### config.mk
export PLATFORM = sky130hd
export DESIGN_NAME = timed_eject_scheduler
export DESIGN_NICKNAME = d
export VERILOG_FILES = /design/src/rtl/tes_pkg.sv /design/src/rtl/timed_eject_scheduler.sv /design/src/rtl/tes_ram.sv
export SDC_FILE = /design/constraint.sdc
export NUM_CORES = 1
export LEC_CHECK = 0
export BUFFER_PORTS_ARGS = -buffer_cell sky130_fd_sc_hd__clkbuf_2
export CORE_MARGIN = 8
export CORE_UTILIZATION = 55
export CTS_BUF_LIST = sky130_fd_sc_hd__clkbuf_2
export CTS_CLUSTER_DIAMETER = 150
export CTS_CLUSTER_SIZE = 10
export DETAILED_ROUTE_END_ITERATION = 16
export GPL_ROUTABILITY_DRIVEN = 0
export PLACE_DENSITY = 0.83
export SLEW_MARGIN = 10
export SYNTH_ARGS = -nofsm -noshare
export SYNTH_HDL_FRONTEND = slang
export SYNTH_SLANG_ARGS = --single-unit
### constraint.sdc
create_clock -name clk -period 10.28 [get_ports clk]
set_clock_uncertainty 0.05 [all_clocks]
set_input_delay 0.514 -clock clk [delete_from_list [all_inputs] [get_ports clk]]
set_output_delay 0.514 -clock clk [all_outputs]
set_load 0.005 [all_outputs]
### src/rtl/tes_pkg.sv
// ----------------------------------------------------------------------------
// tes_pkg
// Widths, codes and reset values shared by the eject timer scheduler.
// ----------------------------------------------------------------------------
package tes_pkg;

  localparam int SLOTS       = 16;
  localparam int MAX_RESULTS = 16;

  localparam int TIME_W   = 18;
  localparam int TYPE_W   = 2;
  localparam int DELAY_W  = 16;
  localparam int TICK_W   = 10;
  localparam int PULSE_W  = 11;
  localparam int ENTRY_W  = TYPE_W + TIME_W;
  localparam int ADDR_W   = (SLOTS > 1) ? $clog2(SLOTS) : 1;
  localparam int CNT_W    = $clog2(SLOTS + 1);
  localparam int FIRE_W   = $clog2(MAX_RESULTS + 1);
  localparam int ACC_W    = FIRE_W + PULSE_W;
  localparam int WIDE_W   = ((ACC_W + 1 > TIME_W + 1) ? ACC_W + 1 : TIME_W + 1) + 1;

  localparam int IN_DATA_W  = 24;
  localparam int OUT_DATA_W = 8;
  localparam int CFG_IDX_W  = 2;
  localparam int CFG_DATA_W = PULSE_W;

  localparam logic signed [TIME_W-1:0] TIME_MIN = {1'b1, {(TIME_W-1){1'b0}}};

  localparam logic [TICK_W-1:0]  TICK_PERIOD_RST  = TICK_W'(100);
  localparam logic [PULSE_W-1:0] PULSE_LENGTH_RST = PULSE_W'(500);

  localparam logic [CFG_IDX_W-1:0] CFG_TICK_PERIOD  = CFG_IDX_W'(0);
  localparam logic [CFG_IDX_W-1:0] CFG_PULSE_LENGTH = CFG_IDX_W'(1);

  localparam logic OP_TICK   = 1'b0;
  localparam logic OP_INSERT = 1'b1;

  localparam logic EV_EJECT = 1'b0;
  localparam logic EV_DROP  = 1'b1;

endpackage

### src/rtl/timed_eject_scheduler.sv
// Insert: written to the RAM in the same cycle it is accepted; a dropped insert passes
//   through S_DROP, which holds off the next request until its result is loaded.
// Tick: walks the entries (one RAM read per cycle while the output does not stall),
//   releases the final eject, then rewrites each remaining entry to apply the pulse
//   total when anything fired.
// Reset (rst, synchronous): table empty, registers at 100 ms and 500 ms.
// ----------------------------------------------------------------------------
// timed_eject_scheduler
// Ordered table of eject timers in one RAM; ticks age and fire them in order.
// ----------------------------------------------------------------------------
module timed_eject_scheduler
  import tes_pkg::*;
(
  input  logic                  clk,
  input  logic                  rst,
  input  logic                  s_tvalid,
  output logic                  s_tready,
  input  logic [IN_DATA_W-1:0]  s_tdata,   // delay_ms[15:0], coin_kind[17:16], zeros
  input  logic                  s_tuser,   // opcode
  output logic                  m_tvalid,
  input  logic                  m_tready,
  output logic [OUT_DATA_W-1:0] m_tdata,   // eject_type[1:0], zeros
  output logic                  m_tuser,   // event_kind
  output logic                  m_tlast,
  input  logic                  cfg_valid,
  output logic                  cfg_ready,
  input  logic [CFG_IDX_W-1:0]  cfg_index,
  input  logic [CFG_DATA_W-1:0] cfg_data
);

  localparam logic [2:0] S_IDLE  = 3'd0;
  localparam logic [2:0] S_WALK  = 3'd1;
  localparam logic [2:0] S_FLUSH = 3'd2;
  localparam logic [2:0] S_FIX   = 3'd3;
  localparam logic [2:0] S_DROP  = 3'd4;

  logic [2:0]         state;
  logic [CNT_W-1:0]   count;
  logic [ADDR_W-1:0]  rd_idx;
  logic [CNT_W-1:0]   wr_idx;
  logic [ACC_W-1:0]   acc;
  logic [FIRE_W-1:0]  fired;
  logic               pend_valid;
  logic [TYPE_W-1:0]  pend_type;
  logic [TYPE_W-1:0]  drop_type;
  logic [TICK_W-1:0]  tick_period;
  logic [PULSE_W-1:0] pulse_length;
  logic [TYPE_W-1:0]  out_type;

  logic                ram_we;
  logic [ADDR_W-1:0]   ram_waddr;
  logic [ENTRY_W-1:0]  ram_wdata;
  logic                ram_re;
  logic [ADDR_W-1:0]   ram_raddr;
  logic [ENTRY_W-1:0]  ram_rdata;

  logic                     s_accept;
  logic                     in_op;
  logic [DELAY_W-1:0]       in_delay;
  logic [TYPE_W-1:0]        in_kind;
  logic                     out_can_load;
  logic signed [TIME_W-1:0] rd_time;
  logic [TYPE_W-1:0]        rd_type;
  logic signed [WIDE_W-1:0] rem_w;
  logic signed [WIDE_W-1:0] tick_w;
  logic signed [WIDE_W-1:0] acc_w;
  logic signed [WIDE_W-1:0] aged_w;
  logic signed [WIDE_W-1:0] fix_w;
  logic signed [TIME_W-1:0] aged_time;
  logic signed [TIME_W-1:0] fix_time;
  logic                     fire;
  logic                     stall;
  logic                     last_rd;

  tes_ram #(
    .WIDTH (ENTRY_W),
    .DEPTH (SLOTS)
  ) u_ram (
    .clk   (clk),
    .we    (ram_we),
    .waddr (ram_waddr),
    .wdata (ram_wdata),
    .re    (ram_re),
    .raddr (ram_raddr),
    .rdata (ram_rdata)
  );

  assign s_tready     = (state == S_IDLE);
  assign s_accept     = s_tvalid && s_tready;
  assign in_op        = s_tuser;
  assign in_delay     = s_tdata[DELAY_W-1:0];
  assign in_kind      = s_tdata[DELAY_W +: TYPE_W];
  assign cfg_ready    = 1'b1;
  assign out_can_load = !m_tvalid || m_tready;
  assign m_tdata      = OUT_DATA_W'(out_type);

  assign rd_time = ram_rdata[TIME_W-1:0];
  assign rd_type = ram_rdata[ENTRY_W-1:TIME_W];

  // Walk stores the entry aged by the tick only; the pulses of this tick are
  // held in acc, tested against on the way and applied in the fix pass.
  always_comb begin
    rem_w     = WIDE_W'(rd_time);
    tick_w    = WIDE_W'(tick_period);
    acc_w     = WIDE_W'(acc);
    aged_w    = rem_w - tick_w;
    fix_w     = rem_w - acc_w;
    aged_time = (aged_w < WIDE_W'(TIME_MIN)) ? TIME_MIN : aged_w[TIME_W-1:0];
    fix_time  = (fix_w < WIDE_W'(TIME_MIN)) ? TIME_MIN : fix_w[TIME_W-1:0];
    fire      = (WIDE_W'(aged_time) <= acc_w) && (fired < FIRE_W'(MAX_RESULTS));
    stall     = fire && pend_valid && !out_can_load;
    last_rd   = ((CNT_W'(rd_idx) + CNT_W'(1)) == count);
  end

  always_comb begin
    ram_we    = 1'b0;
    ram_waddr = '0;
    ram_wdata = '0;
    ram_re    = 1'b0;
    ram_raddr = '0;
    case (state)
      S_IDLE: begin
        if (s_accept) begin
          if (in_op == OP_INSERT && count < CNT_W'(SLOTS)) begin
            ram_we    = 1'b1;
            ram_waddr = count[ADDR_W-1:0];
            ram_wdata = {in_kind, TIME_W'(in_delay)};
          end else if (in_op == OP_TICK && count != '0) begin
            ram_re = 1'b1;
          end
        end
      end
      S_WALK: begin
        if (!stall) begin
          if (!fire) begin
            ram_we    = 1'b1;
            ram_waddr = wr_idx[ADDR_W-1:0];
            ram_wdata = {rd_type, aged_time};
          end
          if (!last_rd) begin
            ram_re    = 1'b1;
            ram_raddr = rd_idx + ADDR_W'(1);
          end
        end
      end
      S_FLUSH: begin
        if (pend_valid && out_can_load && count != '0) begin
          ram_re = 1'b1;
        end
      end
      S_FIX: begin
        ram_we    = 1'b1;
        ram_waddr = rd_idx;
        ram_wdata = {rd_type, fix_time};
        if (!last_rd) begin
          ram_re    = 1'b1;
          ram_raddr = rd_idx + ADDR_W'(1);
        end
      end
      default: begin
      end
    endcase
  end

  always_ff @(posedge clk) begin
    if (rst) begin
      state        <= S_IDLE;
      count        <= '0;
      pend_valid   <= 1'b0;
      m_tvalid     <= 1'b0;
      tick_period  <= TICK_PERIOD_RST;
      pulse_length <= PULSE_LENGTH_RST;
    end else begin
      if (cfg_valid && cfg_ready) begin
        if (cfg_index == CFG_TICK_PERIOD) begin
          tick_period <= cfg_data[TICK_W-1:0];
        end else if (cfg_index == CFG_PULSE_LENGTH) begin
          pulse_length <= cfg_data[PULSE_W-1:0];
        end
      end

      if (m_tvalid && m_tready) begin
        m_tvalid <= 1'b0;
      end

      case (state)
        S_IDLE: begin
          if (s_accept) begin
            if (in_op == OP_INSERT) begin
              if (count < CNT_W'(SLOTS)) begin
                count <= count + CNT_W'(1);
              end else begin
                drop_type <= in_kind;
                state     <= S_DROP;
              end
            end else if (count != '0) begin
              rd_idx     <= '0;
              wr_idx     <= '0;
              acc        <= '0;
              fired      <= '0;
              pend_valid <= 1'b0;
              state      <= S_WALK;
            end
          end
        end
        S_WALK: begin
          if (!stall) begin
            if (fire) begin
              // previous eject is now known not to be the final one
              if (pend_valid) begin
                m_tvalid <= 1'b1;
                m_tuser  <= EV_EJECT;
                out_type <= pend_type;
                m_tlast  <= 1'b0;
              end
              pend_valid <= 1'b1;
              pend_type  <= rd_type;
              acc        <= acc + ACC_W'(pulse_length);
              fired      <= fired + FIRE_W'(1);
            end else begin
              wr_idx <= wr_idx + CNT_W'(1);
            end
            if (last_rd) begin
              count <= fire ? wr_idx : wr_idx + CNT_W'(1);
              state <= S_FLUSH;
            end else begin
              rd_idx <= rd_idx + ADDR_W'(1);
            end
          end
        end
        S_FLUSH: begin
          if (!pend_valid) begin
            state <= S_IDLE;
          end else if (out_can_load) begin
            m_tvalid   <= 1'b1;
            m_tuser    <= EV_EJECT;
            out_type   <= pend_type;
            m_tlast    <= 1'b1;
            pend_valid <= 1'b0;
            rd_idx     <= '0;
            state      <= (count != '0) ? S_FIX : S_IDLE;
          end
        end
        S_FIX: begin
          if (last_rd) begin
            state <= S_IDLE;
          end else begin
            rd_idx <= rd_idx + ADDR_W'(1);
          end
        end
        S_DROP: begin
          if (out_can_load) begin
            m_tvalid <= 1'b1;
            m_tuser  <= EV_DROP;
            out_type <= drop_type;
            m_tlast  <= 1'b1;
            state    <= S_IDLE;
          end
        end
        default: begin
          state <= S_IDLE;
        end
      endcase
    end
  end

`ifndef SYNTHESIS
  a_count_bound: assert property (@(posedge clk) disable iff (rst)
    count <= CNT_W'(SLOTS))
    else $error("entry count beyond table size");

  a_no_rw_clash: assert property (@(posedge clk) disable iff (rst)
    (ram_we && ram_re) |-> (ram_waddr != ram_raddr))
    else $error("read and write of the same entry in one cycle");

  a_compact_behind: assert property (@(posedge clk) disable iff (rst)
    (state == S_WALK) |-> (wr_idx <= CNT_W'(rd_idx)))
    else $error("compaction pointer ahead of walk");

  a_pend_scope: assert property (@(posedge clk) disable iff (rst)
    pend_valid |-> (state == S_WALK || state == S_FLUSH))
    else $error("held eject outside a tick walk");

  a_drop_full: assert property (@(posedge clk) disable iff (rst)
    (state == S_DROP) |-> (count == CNT_W'(SLOTS)))
    else $error("insert dropped with room in table");
`endif

endmodule

### src/rtl/tes_ram.sv
// ----------------------------------------------------------------------------
// tes_ram
// Generic simple dual-port RAM: one write port, one read port, registered read.
// ----------------------------------------------------------------------------
module tes_ram #(
  parameter int WIDTH = 8,
  parameter int DEPTH = 16,
  localparam int AW = (DEPTH > 1) ? $clog2(DEPTH) : 1
) (
  input  logic             clk,
  input  logic             we,
  input  logic [AW-1:0]    waddr,
  input  logic [WIDTH-1:0] wdata,
  input  logic             re,
  input  logic [AW-1:0]    raddr,
  output logic [WIDTH-1:0] rdata
);

  logic [WIDTH-1:0] mem [DEPTH];

  always_ff @(posedge clk) begin
    if (we) begin
      mem[waddr] <= wdata;
    end
    if (re) begin
      rdata <= mem[raddr];
    end
  end

endmodule
==> metrics, run 1 <==
number of setup buffers added after CTS=0; post-synthesis register bit count=roughly 400; largest voltage drop on the vdd net=0.160 mV; maxcap violations=0; mean routed wirelength per cell=between 20 and 25 um; largest net degree at the start of global routing=84; Num CTS Buffers=46; cell count after synthesis=1627; DIE AREA=41900 um2; number of fillers in the final layout=2748; P&R area growth vs syn=7.07%; vias per std cell=about 6.4; final setup fails=0; post-CTS clock slew at the launch and capture registers of the worst setup and hold paths=approximately 220 ps; Cell Pwr Density=roughly 270 nW/um2; cell area after layout=approximately 21000 um2; number of gates resized after CTS=0; number of vias in the routed layout=roughly 14000; maximum frequency from static timing analysis=127 MHz; primary flip-flop cell chosen by synthesis mapping=sky130_fd_sc_hd__edfxtp_1; share of synthesized area occupied by flip-flops and latches=between 60% and 70%; number of port buffers=42; Core Area=about 35000 um2; antenna violations before repair=2; Detailed Place HPWL=31800 um; number of warnings printed during yosys synthesis=0; insertion delay to the later sink of the worst-skew pair=930 ps; maximum buffer depth of the clock tree=3; vertical die dimension=roughly 200 um; first-pass GRT wire length=76200 um; path type of the worst min-delay path=in -> reg; actual transition at the worst max-transition pin=1190 ps; Slew Limit Headroom=20.0%; minimum clock period=7880 ps; Post-Syn Area per Cell=12.0 um2; root buf cell=sky130_fd_sc_hd__clkbuf_2; async set-reset flop share out of synthesis=0%; number of pins with negative max-slew slack in the final report=0; startpoint type of the worst setup path=flop; total length of routed wires=49000 um; DIE WIDTH=205 um; number of cell rows=69; io pins=56; Setup crit end kind=flop; Cell variety after synth=82; TritonCTS clock tree=yes; setup repair after global routing missed its margin=false; number of nets with antenna violations after routing=0; initial detailed-routing violation count=1663; endpoint arrival time on the critical path=8420 ps; total clock sinks=409; Crit Path Class=reg -> reg; H-Tree Level Count=2; remaining routing DRC violations=0; global-route usage over all layers=a little under a quarter; first drt pass iteration count=6; status=complete, no violations; number of enable-type register cells in the synthesized netlist=378; cell area after placement=just over 20000 um2; effective utilization at floorplan=55.4%; leakage=7.32 nW; number of failing hold endpoints at the final stage=0; global route overflow=0; maximum net fanout on the critical path=17; fin crit share=between 70% and 80%; CP Data Required Time=between 10000 and 15000 ps; NumNets Final=between 1500 and 2000; share of cells above drive strength 1=13.5%; area of the mapped netlist=19600 um2; Total Neg Setup Slack=0 ps; vias in the first global route=13679
[flip-flops by register name (all words and copies together), names as in the netlist]
signal        flops
count             5
state             3
wr_idx            5
pend_type         2
m_tlast           1
pulse_length     11
m_tvalid          1
out_type          2
tick_period      10
drop_type         2
u_ram.mem       320
fired             5
rd_idx            4
pend_valid        1
m_tuser           1
u_ram.rdata      20
acc              16
[path summary, 6_finish.rpt]
path	from	end	slack, ps	depth (start not counted)
hold / removal	cfg_valid	tick_period[9]$_SDFFE_PP0P_	110	5
setup / recovery	u_ram.rdata[5]$_DFFE_PP_	u_ram.mem[4][0]$_DFFE_PP_	2400	21
hold reg to reg	pulse_length[3]$_SDFFE_PP0P_	pulse_length[3]$_SDFFE_PP0P_	430	2
setup reg to reg	u_ram.rdata[5]$_DFFE_PP_	u_ram.mem[4][0]$_DFFE_PP_	2400	21
[per-stage QoR]
stage,util (%),power [mW],instances,hold slack (ps),setup WS [ps]
after global placement,57.9,4.74,2095,394,2760
after floorplan,-,4.10,1632,377,3870
after CTS,59.3,5.54,2178,69.5,2520
after global routing,59.4,5.90,2179,71.5,1920
after detailed placement,57.9,4.88,2095,407,2550
final,59.4,5.58,2179,110,2400
[layout by cell type, fill, tap and decap left out, types with 18 or more instances in the layout]
master / Yosys / final
sky130_fd_sc_hd__a21oi_1: 106 / 106
sky130_fd_sc_hd__a22oi_1: 23 / 23
sky130_fd_sc_hd__buf_4: 9 / 49
sky130_fd_sc_hd__clkbuf_2: 0 / 103
sky130_fd_sc_hd__dfxtp_1: 31 / 31
sky130_fd_sc_hd__dlygate4sd3_1: 0 / 20
sky130_fd_sc_hd__edfxtp_1: 378 / 378
sky130_fd_sc_hd__ha_1: 60 / 59
sky130_fd_sc_hd__inv_1: 54 / 54
sky130_fd_sc_hd__mux2_2: 26 / 26
sky130_fd_sc_hd__mux2i_1: 52 / 52
sky130_fd_sc_hd__nand2_1: 182 / 181
sky130_fd_sc_hd__nand3_1: 25 / 25
sky130_fd_sc_hd__nand4_1: 26 / 26
sky130_fd_sc_hd__nor2_1: 135 / 119
sky130_fd_sc_hd__nor3_1: 31 / 30
sky130_fd_sc_hd__o21ai_0: 71 / 66
sky130_fd_sc_hd__o22ai_1: 18 / 18
sky130_fd_sc_hd__xnor2_1: 33 / 33
[area by class of cell]
type | count | area, um2 | share of cell area (%)
clock inverter | 2 | 17.5 | 0.0836
inverter | 54 | 203 | 0.967
multi-input combinational | 1080 | 7110 | 33.9
tap | 461 | 577 | 2.75
clock buffer | 61 | 305 | 1.46
sequential | 409 | 12000 | 57.1
antenna | 1 | 2.50 | 0.0119
timing repair buffer | 111 | 778 | 3.71
[worst max-delay path: stages, from the launching register on]
cell	delay [ps]
sky130_fd_sc_hd__edfxtp_1	470
sky130_fd_sc_hd__ha_1	380
sky130_fd_sc_hd__a21oi_1	240
sky130_fd_sc_hd__nor3b_1	370
sky130_fd_sc_hd__a21oi_1	230
sky130_fd_sc_hd__nor2_1	240
sky130_fd_sc_hd__a31oi_1	130
sky130_fd_sc_hd__nor2_1	700
sky130_fd_sc_hd__nor2_1	240
sky130_fd_sc_hd__ha_1	370
sky130_fd_sc_hd__nor2b_1	140
sky130_fd_sc_hd__o21bai_1	120
sky130_fd_sc_hd__a31oi_1	130
sky130_fd_sc_hd__o31a_1	250
sky130_fd_sc_hd__o21ai_0	910
sky130_fd_sc_hd__a21oi_4	330
sky130_fd_sc_hd__ha_1	320
sky130_fd_sc_hd__o211a_1	110
sky130_fd_sc_hd__a221oi_1	540
sky130_fd_sc_hd__nand2_1	310
sky130_fd_sc_hd__nor2_2	630
sky130_fd_sc_hd__buf_4	370
[synthesized netlist by cell type, types with 5 or more instances]
| cell type | count | area share, % |
|---|---|---|
| sky130_fd_sc_hd__nor2b_1 | 9 | 0.29 |
| sky130_fd_sc_hd__a31oi_1 | 15 | 0.48 |
| sky130_fd_sc_hd__nand3b_1 | 8 | 0.31 |
| sky130_fd_sc_hd__nor3_1 | 31 | 0.79 |
| sky130_fd_sc_hd__o211ai_1 | 13 | 0.50 |
| sky130_fd_sc_hd__or4_1 | 13 | 0.50 |
| sky130_fd_sc_hd__a21o_1 | 6 | 0.23 |
| sky130_fd_sc_hd__nand3_1 | 25 | 0.64 |
| sky130_fd_sc_hd__edfxtp_1 | 378 | 58 |
| sky130_fd_sc_hd__a21oi_1 | 106 | 2.7 |
| sky130_fd_sc_hd__a211o_1 | 5 | 0.22 |
| sky130_fd_sc_hd__or2_2 | 7 | 0.22 |
| sky130_fd_sc_hd__o22ai_1 | 18 | 0.58 |
| sky130_fd_sc_hd__mux2_2 | 26 | 1.5 |
| sky130_fd_sc_hd__a32o_1 | 8 | 0.41 |
| sky130_fd_sc_hd__nand4_1 | 26 | 0.83 |
| sky130_fd_sc_hd__buf_4 | 9 | 0.35 |
| sky130_fd_sc_hd__ha_1 | 60 | 3.8 |
| sky130_fd_sc_hd__o32a_1 | 14 | 0.72 |
| sky130_fd_sc_hd__clkbuf_1 | 54 | 1.0 |
| sky130_fd_sc_hd__nor2_1 | 135 | 2.6 |
| sky130_fd_sc_hd__a22oi_1 | 23 | 0.88 |
| sky130_fd_sc_hd__mux2i_1 | 52 | 2.7 |
| sky130_fd_sc_hd__inv_1 | 54 | 1.0 |
| sky130_fd_sc_hd__nand2_1 | 182 | 3.5 |
| sky130_fd_sc_hd__or3_1 | 15 | 0.48 |
| sky130_fd_sc_hd__mux2_1 | 9 | 0.52 |
| sky130_fd_sc_hd__o221ai_1 | 9 | 0.40 |
| sky130_fd_sc_hd__dfxtp_1 | 31 | 3.2 |
| sky130_fd_sc_hd__o21ai_0 | 71 | 1.8 |
| sky130_fd_sc_hd__a211oi_1 | 7 | 0.27 |
| sky130_fd_sc_hd__a221o_1 | 9 | 0.46 |
| sky130_fd_sc_hd__xnor2_1 | 33 | 1.5 |
| sky130_fd_sc_hd__buf_1 | 7 | 0.13 |
| sky130_fd_sc_hd__nor4_1 | 11 | 0.35 |
| sky130_fd_sc_hd__o21ai_1 | 5 | 0.13 |
| sky130_fd_sc_hd__buf_2 | 16 | 0.41 |
| sky130_fd_sc_hd__o2111ai_1 | 6 | 0.27 |
| sky130_fd_sc_hd__nand2b_1 | 15 | 0.48 |
| sky130_fd_sc_hd__xor2_1 | 16 | 0.72 |
| sky130_fd_sc_hd__and2_1 | 10 | 0.32 |
[logic make-up (layout without fill, tap and decap cells)]
kind of cell             Yosys count  in the layout  synth area share, %
AO/OA/AOI/OAI                    365            365                 12.5
multiplexers                      87             87                 4.67
flip-flops                       409            409                 61.1
AND/OR/NAND/NOR                  509            509                 12.2
XOR/XNOR                          49             49                 2.19
buffers and inverters            143            228                 3.13
other                              2              8               0.0384
adder cells (fa/ha/maj)           63             63                 4.14
[metal layers]
layer | routed length, um | vias up | global-route usage [%]
met5 | 13 | - | 0
met4 | 1680 | 2 | 8.49
met3 | 4800 | 129 | 4.00
met2 | 23500 | 811 | 38.2
met1 | 19000 | 6759 | 30.2
li1 | - | 6275 | -
[repair_timing]
| item | CTS | global route |
|---|---|---|
| setup endpoints to repair | 0 | 0 |
| hold buffers | 20 | 0 |
| hold endpoints to repair | 27 | 0 |
[where the power goes]
group	internal, mW	switching (mW)	total (mW)
clock network	0.156	0.515	0.670
registers	2.21	0.128	2.34
logic	0.890	1.68	2.57
Note: power is estimated with default switching activity, not from simulation.
==> run 2, diff against run 1 <==
==> constraint.sdc (replaced) <==
create_clock -name clk -period 7.7 [get_ports clk]
set_clock_uncertainty 0.05 [all_clocks]
set_input_delay 0.385 -clock clk [delete_from_list [all_inputs] [get_ports clk]]
set_output_delay 0.385 -clock clk [all_outputs]
set_load 0.005 [all_outputs]
==> run 2 against run 1 <==
Clock power up 34%; sequential power up 33%; worst hold slack worse by 12 ps; total power up 34%; critical path depth up 4; die area unchanged; utilization up 0.83 points.
==> metrics, run 2 (synthesis gave the netlist of run 1 again) <==
registers with the most flip-flops=u_ram.mem (320), u_ram.rdata (20), acc (16); DIE AREA=41900 um2; top library cells by usage in the layout, fill and taps aside=sky130_fd_sc_hd__edfxtp_1 (378), sky130_fd_sc_hd__nand2_1 (181), sky130_fd_sc_hd__nor2_1 (118); number of failing hold endpoints at the final stage=0; share of cells above drive strength 1=13.7%; number of port buffers=42; worst setup slack after layout=907 ps; startpoint type of the worst setup path=flop; TritonCTS clock tree=yes; number of pins with negative max-slew slack in the final report=0; WL met2=23100 um; remaining routing DRC violations=0; worst slack at placement=1180 ps; cell area after placement=a little over 20000 um2; DIE WIDTH=205 um; vias per std cell=around 6.4; number of gates resized after CTS=0; Crit Path Class=reg -> reg; overall power=7.48 mW; final setup fails=0; largest net degree at the start of global routing=66; io pins=56; maximum buffer depth of the clock tree=3; CP Data Required Time=a little over 8000 ps; Total Neg Setup Slack=0 ps; fin crit share=between 80 and 90%; global-route usage over all layers=23.3%; minimum clock period=6790 ps; flip-flop count of the largest register, all copies and words added=320; top routing layer in use=met4; setup repair after global routing missed its margin=false; number of cell rows=69; NumNets Final=1838; first-pass GRT wire length=76600 um; CTS Hold Bufs=42; P&R area growth vs syn=8.57%; leakage=7.46 nW; cell area after layout=21300 um2; global route overflow=0; Slew Limit Headroom=about a fifth; most common cell after layout, fill and taps aside=sky130_fd_sc_hd__edfxtp_1; total clock sinks=between 400 and 500; maximum frequency from static timing analysis=147 MHz; largest voltage drop on the vdd net=0.237 mV; number of fillers in the final layout=between 2000 and 3000; status=complete, no violations; H-Tree Level Count=2; Core Area=35300 um2; effective utilization at floorplan=55.4%; vertical die dimension=205 um; endpoint arrival time on the critical path=7340 ps; insertion delay to the later sink of the worst-skew pair=960 ps; register bank with the most flops=u_ram.mem; root buf cell=sky130_fd_sc_hd__clkbuf_2; DR WL met3=around 5100 um; Detailed Place HPWL=32200 um; number of setup buffers added after CTS=0; maximum net fanout on the critical path=17; first drt pass iteration count=6; number of vias in the routed layout=14165; actual transition at the worst max-transition pin=1180 ps; post-CTS clock slew at the launch and capture registers of the worst setup and hold paths=200 ps; number of nets with antenna violations after routing=0; WL met1=~19000 um; worst hold slack=around 100 ps; path type of the worst min-delay path=in -> reg; antenna violations before repair=3; Setup crit end kind=flop; initial detailed-routing violation count=around 2000; mean routed wirelength per cell=22.3 um; total length of routed wires=49300 um; maxcap violations=0; Num CTS Buffers=46; Cell Pwr Density=352 nW/um2; vias in the first global route=14085
[run 2: metrics by stage]
step | utilization [%] | instances
floorplan | - | 1632
global placement | 58.1 | 2103
detailed placement | 58.1 | 2103
CTS | 60.2 | 2208
global route | 60.2 | 2209
finish | 60.2 | 2210
[run 2: final cells by class]
class	instances	area [um2]	area share (%)
diodes	2	5.00	0.0235
repair buffers	141	1070	5.04
well taps	461	577	2.71
multi-input cells	1080	7110	33.4
flip-flops and latches	409	12000	56.3
clock inverters	2	17.5	0.0824
clock buffers	61	305	1.44
inverters	54	203	0.954
[run 2: final timing paths]
check,startpoint,slack (ps),end,cells after the start
setup reg to reg,u_ram.rdata[0]$_DFFE_PP_,910,u_ram.mem[12][18]$_DFFE_PP_,25
setup / recovery,u_ram.rdata[0]$_DFFE_PP_,910,u_ram.mem[12][18]$_DFFE_PP_,25
hold / removal,s_tdata[13],100,u_ram.mem[1][13]$_DFFE_PP_,4
hold reg to reg,tick_period[9]$_SDFFE_PP0P_,430,tick_period[9]$_SDFFE_PP0P_,2
[run 2: power by group]
part | switching (mW) | internal [mW]
Combinational | 2.24 | 1.21
Clock | 0.693 | 0.208
Sequential | 0.176 | 2.95
Total | 3.11 | 4.37
[run 2: worst max-delay path, cell delays in order (launching register included)]
cell                       delay, ps
sky130_fd_sc_hd__edfxtp_1        370
sky130_fd_sc_hd__inv_1            60
sky130_fd_sc_hd__ha_1            210
sky130_fd_sc_hd__fa_1            400
sky130_fd_sc_hd__nand2b_1        190
sky130_fd_sc_hd__a211o_1         320
sky130_fd_sc_hd__a21oi_1         310
sky130_fd_sc_hd__nor2_1          150
sky130_fd_sc_hd__a31oi_1         220
sky130_fd_sc_hd__nor2_1           70
sky130_fd_sc_hd__buf_4           190
sky130_fd_sc_hd__a211oi_1        320
sky130_fd_sc_hd__ha_1            310
sky130_fd_sc_hd__a21o_1          180
sky130_fd_sc_hd__nand3_1          80
sky130_fd_sc_hd__a31oi_1         100
sky130_fd_sc_hd__o31a_1          240
sky130_fd_sc_hd__o21ai_0         290
sky130_fd_sc_hd__buf_4           230
sky130_fd_sc_hd__a21oi_4         150
sky130_fd_sc_hd__ha_1            230
sky130_fd_sc_hd__o211a_1         110
sky130_fd_sc_hd__a221oi_1        510
sky130_fd_sc_hd__nand2_1         280
sky130_fd_sc_hd__nor2_2          540
sky130_fd_sc_hd__buf_4           340
[run 2: metal layers]
metal  up-vias  track usage (%)
met5         -                0
met4         0             10.8
met3       158             4.54
met2       835             37.6
met1      6837             30.0
li1       6335                -
==> run 3, diff against run 2 <==
--- a/config.mk
+++ b/config.mk
@@ -7,13 +7,13 @@
 export LEC_CHECK = 0
 export BUFFER_PORTS_ARGS = -buffer_cell sky130_fd_sc_hd__clkbuf_2
 export CORE_MARGIN = 8
-export CORE_UTILIZATION = 55
+export CORE_UTILIZATION = 39
 export CTS_BUF_LIST = sky130_fd_sc_hd__clkbuf_2
 export CTS_CLUSTER_DIAMETER = 150
 export CTS_CLUSTER_SIZE = 10
 export DETAILED_ROUTE_END_ITERATION = 16
 export GPL_ROUTABILITY_DRIVEN = 0
-export PLACE_DENSITY = 0.83
+export PLACE_DENSITY = 0.65
 export SLEW_MARGIN = 10
 export SYNTH_ARGS = -nofsm -noshare
 export SYNTH_HDL_FRONTEND = slang
==> run 3 against run 2 <==
Setup slack got worse by 330 ps; clock-buffer cell count rose by 1; first-iteration DRC count fell by 31%; worst hold slack got worse by 30 ps; combinational power barely moved; critical endpoint is now u_ram.mem[12][3]$_DFFE_PP_; largest power group unchanged; highest routed layer unchanged.
==> metrics, run 3 (synthesis gave the netlist of run 1 again) <==
antenna violations before repair=3; setup repair after global routing missed its margin=false; Core Area=about 50000 um2; io pins=56; H-Tree Level Count=2; share of cells above drive strength 1=between 10% and 20%; NumNets Final=~1900; post-CTS clock slew at the launch and capture registers of the worst setup and hold paths=260 ps; worst slack at placement=458 ps; fin crit share=around 90%; vias in the first global route=13867; startpoint type of the worst setup path=flop; Detailed Place HPWL=33600 um; cell area after layout=21800 um2; Setup crit end kind=flop; maxcap violations=0; DIE AREA=57600 um2; final setup fails=0; CP Data Required Time=8410 ps; initial detailed-routing violation count=1357; vertical die dimension=between 200 and 250 um; global-route usage over all layers=a little under a fifth; worst setup slack after layout=about 570 ps; worst hold slack=between 60 and 70 ps; vias per std cell=5.73; leakage=7.57 nW; effective utilization at floorplan=around two fifths; overall power=7.55 mW; largest net degree at the start of global routing=67; endpoint arrival time on the critical path=7830 ps; Crit Path Class=reg -> reg; remaining routing DRC violations=0; DIE WIDTH=roughly 240 um; maximum net fanout on the critical path=17; number of nets with antenna violations after routing=0; global route overflow=0; path type of the worst min-delay path=in -> reg; TritonCTS clock tree=yes; most common cell after layout, fill and taps aside=sky130_fd_sc_hd__edfxtp_1; register bank with the most flops=u_ram.mem; number of cell rows=82; number of port buffers=42; mean routed wirelength per cell=21.6 um; root buf cell=sky130_fd_sc_hd__clkbuf_2; maximum frequency from static timing analysis=140 MHz; total clock sinks=between 400 and 500; actual transition at the worst max-transition pin=1170 ps; number of vias in the routed layout=13986; maximum buffer depth of the clock tree=3; Num CTS Buffers=46; total length of routed wires=52800 um; Slew Limit Headroom=21.3%; first-pass GRT wire length=80800 um; Total Neg Setup Slack=0 ps; largest voltage drop on the vdd net=0.214 mV; insertion delay to the later sink of the worst-skew pair=between 1000 and 1500 ps; registers with the most flip-flops=u_ram.mem (320), u_ram.rdata (20), acc (16); first drt pass iteration count=6; status=complete, no violations; minimum clock period=7130 ps; number of fillers in the final layout=4622; P&R area growth vs syn=11.2%; cell area after placement=20800 um2; flip-flop count of the largest register, all copies and words added=320; Cell Pwr Density=between 300 and 400 nW/um2; number of pins with negative max-slew slack in the final report=0; top library cells by usage in the layout, fill and taps aside=sky130_fd_sc_hd__edfxtp_1 (378), sky130_fd_sc_hd__nand2_1 (181), sky130_fd_sc_hd__nor2_1 (116); number of failing hold endpoints at the final stage=0
-- run 3: cell count changes in the layout (fill, tap and decap cells not counted), sizes merged --
cell / change
buf: -1
bufinv: +1
clkbuf: +1
clkinv: -2
clkinvlp: +1
dlygate4sd3: +21
-- run 3: worst max-delay path, cell delays in order, from the launching register on --
cell                       delay, ps
sky130_fd_sc_hd__edfxtp_1        390
sky130_fd_sc_hd__inv_1            50
sky130_fd_sc_hd__ha_1            200
sky130_fd_sc_hd__fa_1            410
sky130_fd_sc_hd__nand2b_1        180
sky130_fd_sc_hd__a211o_1         320
sky130_fd_sc_hd__a21oi_1         270
sky130_fd_sc_hd__nor2_1          140
sky130_fd_sc_hd__a31oi_1         240
sky130_fd_sc_hd__nor2_2          180
sky130_fd_sc_hd__a211oi_1        360
sky130_fd_sc_hd__ha_1            310
sky130_fd_sc_hd__a21o_1          190
sky130_fd_sc_hd__nand3_1          90
sky130_fd_sc_hd__a31oi_1          90
sky130_fd_sc_hd__o31a_1          250
sky130_fd_sc_hd__o21ai_0         790
sky130_fd_sc_hd__a21oi_4         310
sky130_fd_sc_hd__ha_1            300
sky130_fd_sc_hd__o211a_1         110
sky130_fd_sc_hd__a221oi_1        510
sky130_fd_sc_hd__nand2_1         280
sky130_fd_sc_hd__nor2_2          510
sky130_fd_sc_hd__buf_12          220
-- run 3: stage by stage --
stage / std cells / util, %
4_1_cts: 2440 / 43.6
3_3_place_gp: 2313 / 41.7
6_report: 2442 / 43.6
5_1_grt: 2442 / 43.6
3_5_place_dp: 2313 / 41.7
2_1_floorplan: 1632 / -
-- run 3: path summary, 6_finish.rpt --
path | from | end | slack, ps | cells after the start
setup / recovery | u_ram.rdata[0]$_DFFE_PP_ | u_ram.mem[12][3]$_DFFE_PP_ | 570 | 23
hold / removal | cfg_data[1] | pulse_length[1]$_SDFFE_PP0P_ | 70 | 4
setup reg to reg | u_ram.rdata[0]$_DFFE_PP_ | u_ram.mem[12][3]$_DFFE_PP_ | 570 | 23
hold reg to reg | pulse_length[0]$_SDFFE_PP0P_ | pulse_length[0]$_SDFFE_PP0P_ | 440 | 2
-- run 3: timing repair --
action                                 CTS  global route
resized for setup                        0             1
buffers inserted                         0             0
setup endpoints to repair                0           160
endpoints found under the hold margin  231             0
hold buffers                            63             0
-- run 3: layout make-up --
cell class	instances	area [um2]	area share, %
diodes	2	5.00	0.0230
clock buffers	62	310	1.43
clock inverters	2	37.5	0.172
inverters	54	203	0.931
multi-input cells	1080	7120	32.7
flip-flops and latches	409	12000	55.0
well taps	672	841	3.86
repair buffers	161	1270	5.85
-- run 3: power by group --
part / internal [mW] / leakage [nW] / switching [mW]
sequential: 2.95 / 3.75 / 0.195
combinational: 1.20 / 3.55 / 2.24
clock: 0.241 / 0.272 / 0.714
-- run 3: layer usage --
| layer | track usage (%) | wire length [um] |
|---|---|---|
| met5 | 0 | 0 |
| met4 | 6.45 | 1770 |
| met3 | 2.96 | 3840 |
| met2 | 30.1 | 25000 |
| met1 | 23.7 | 22200 |
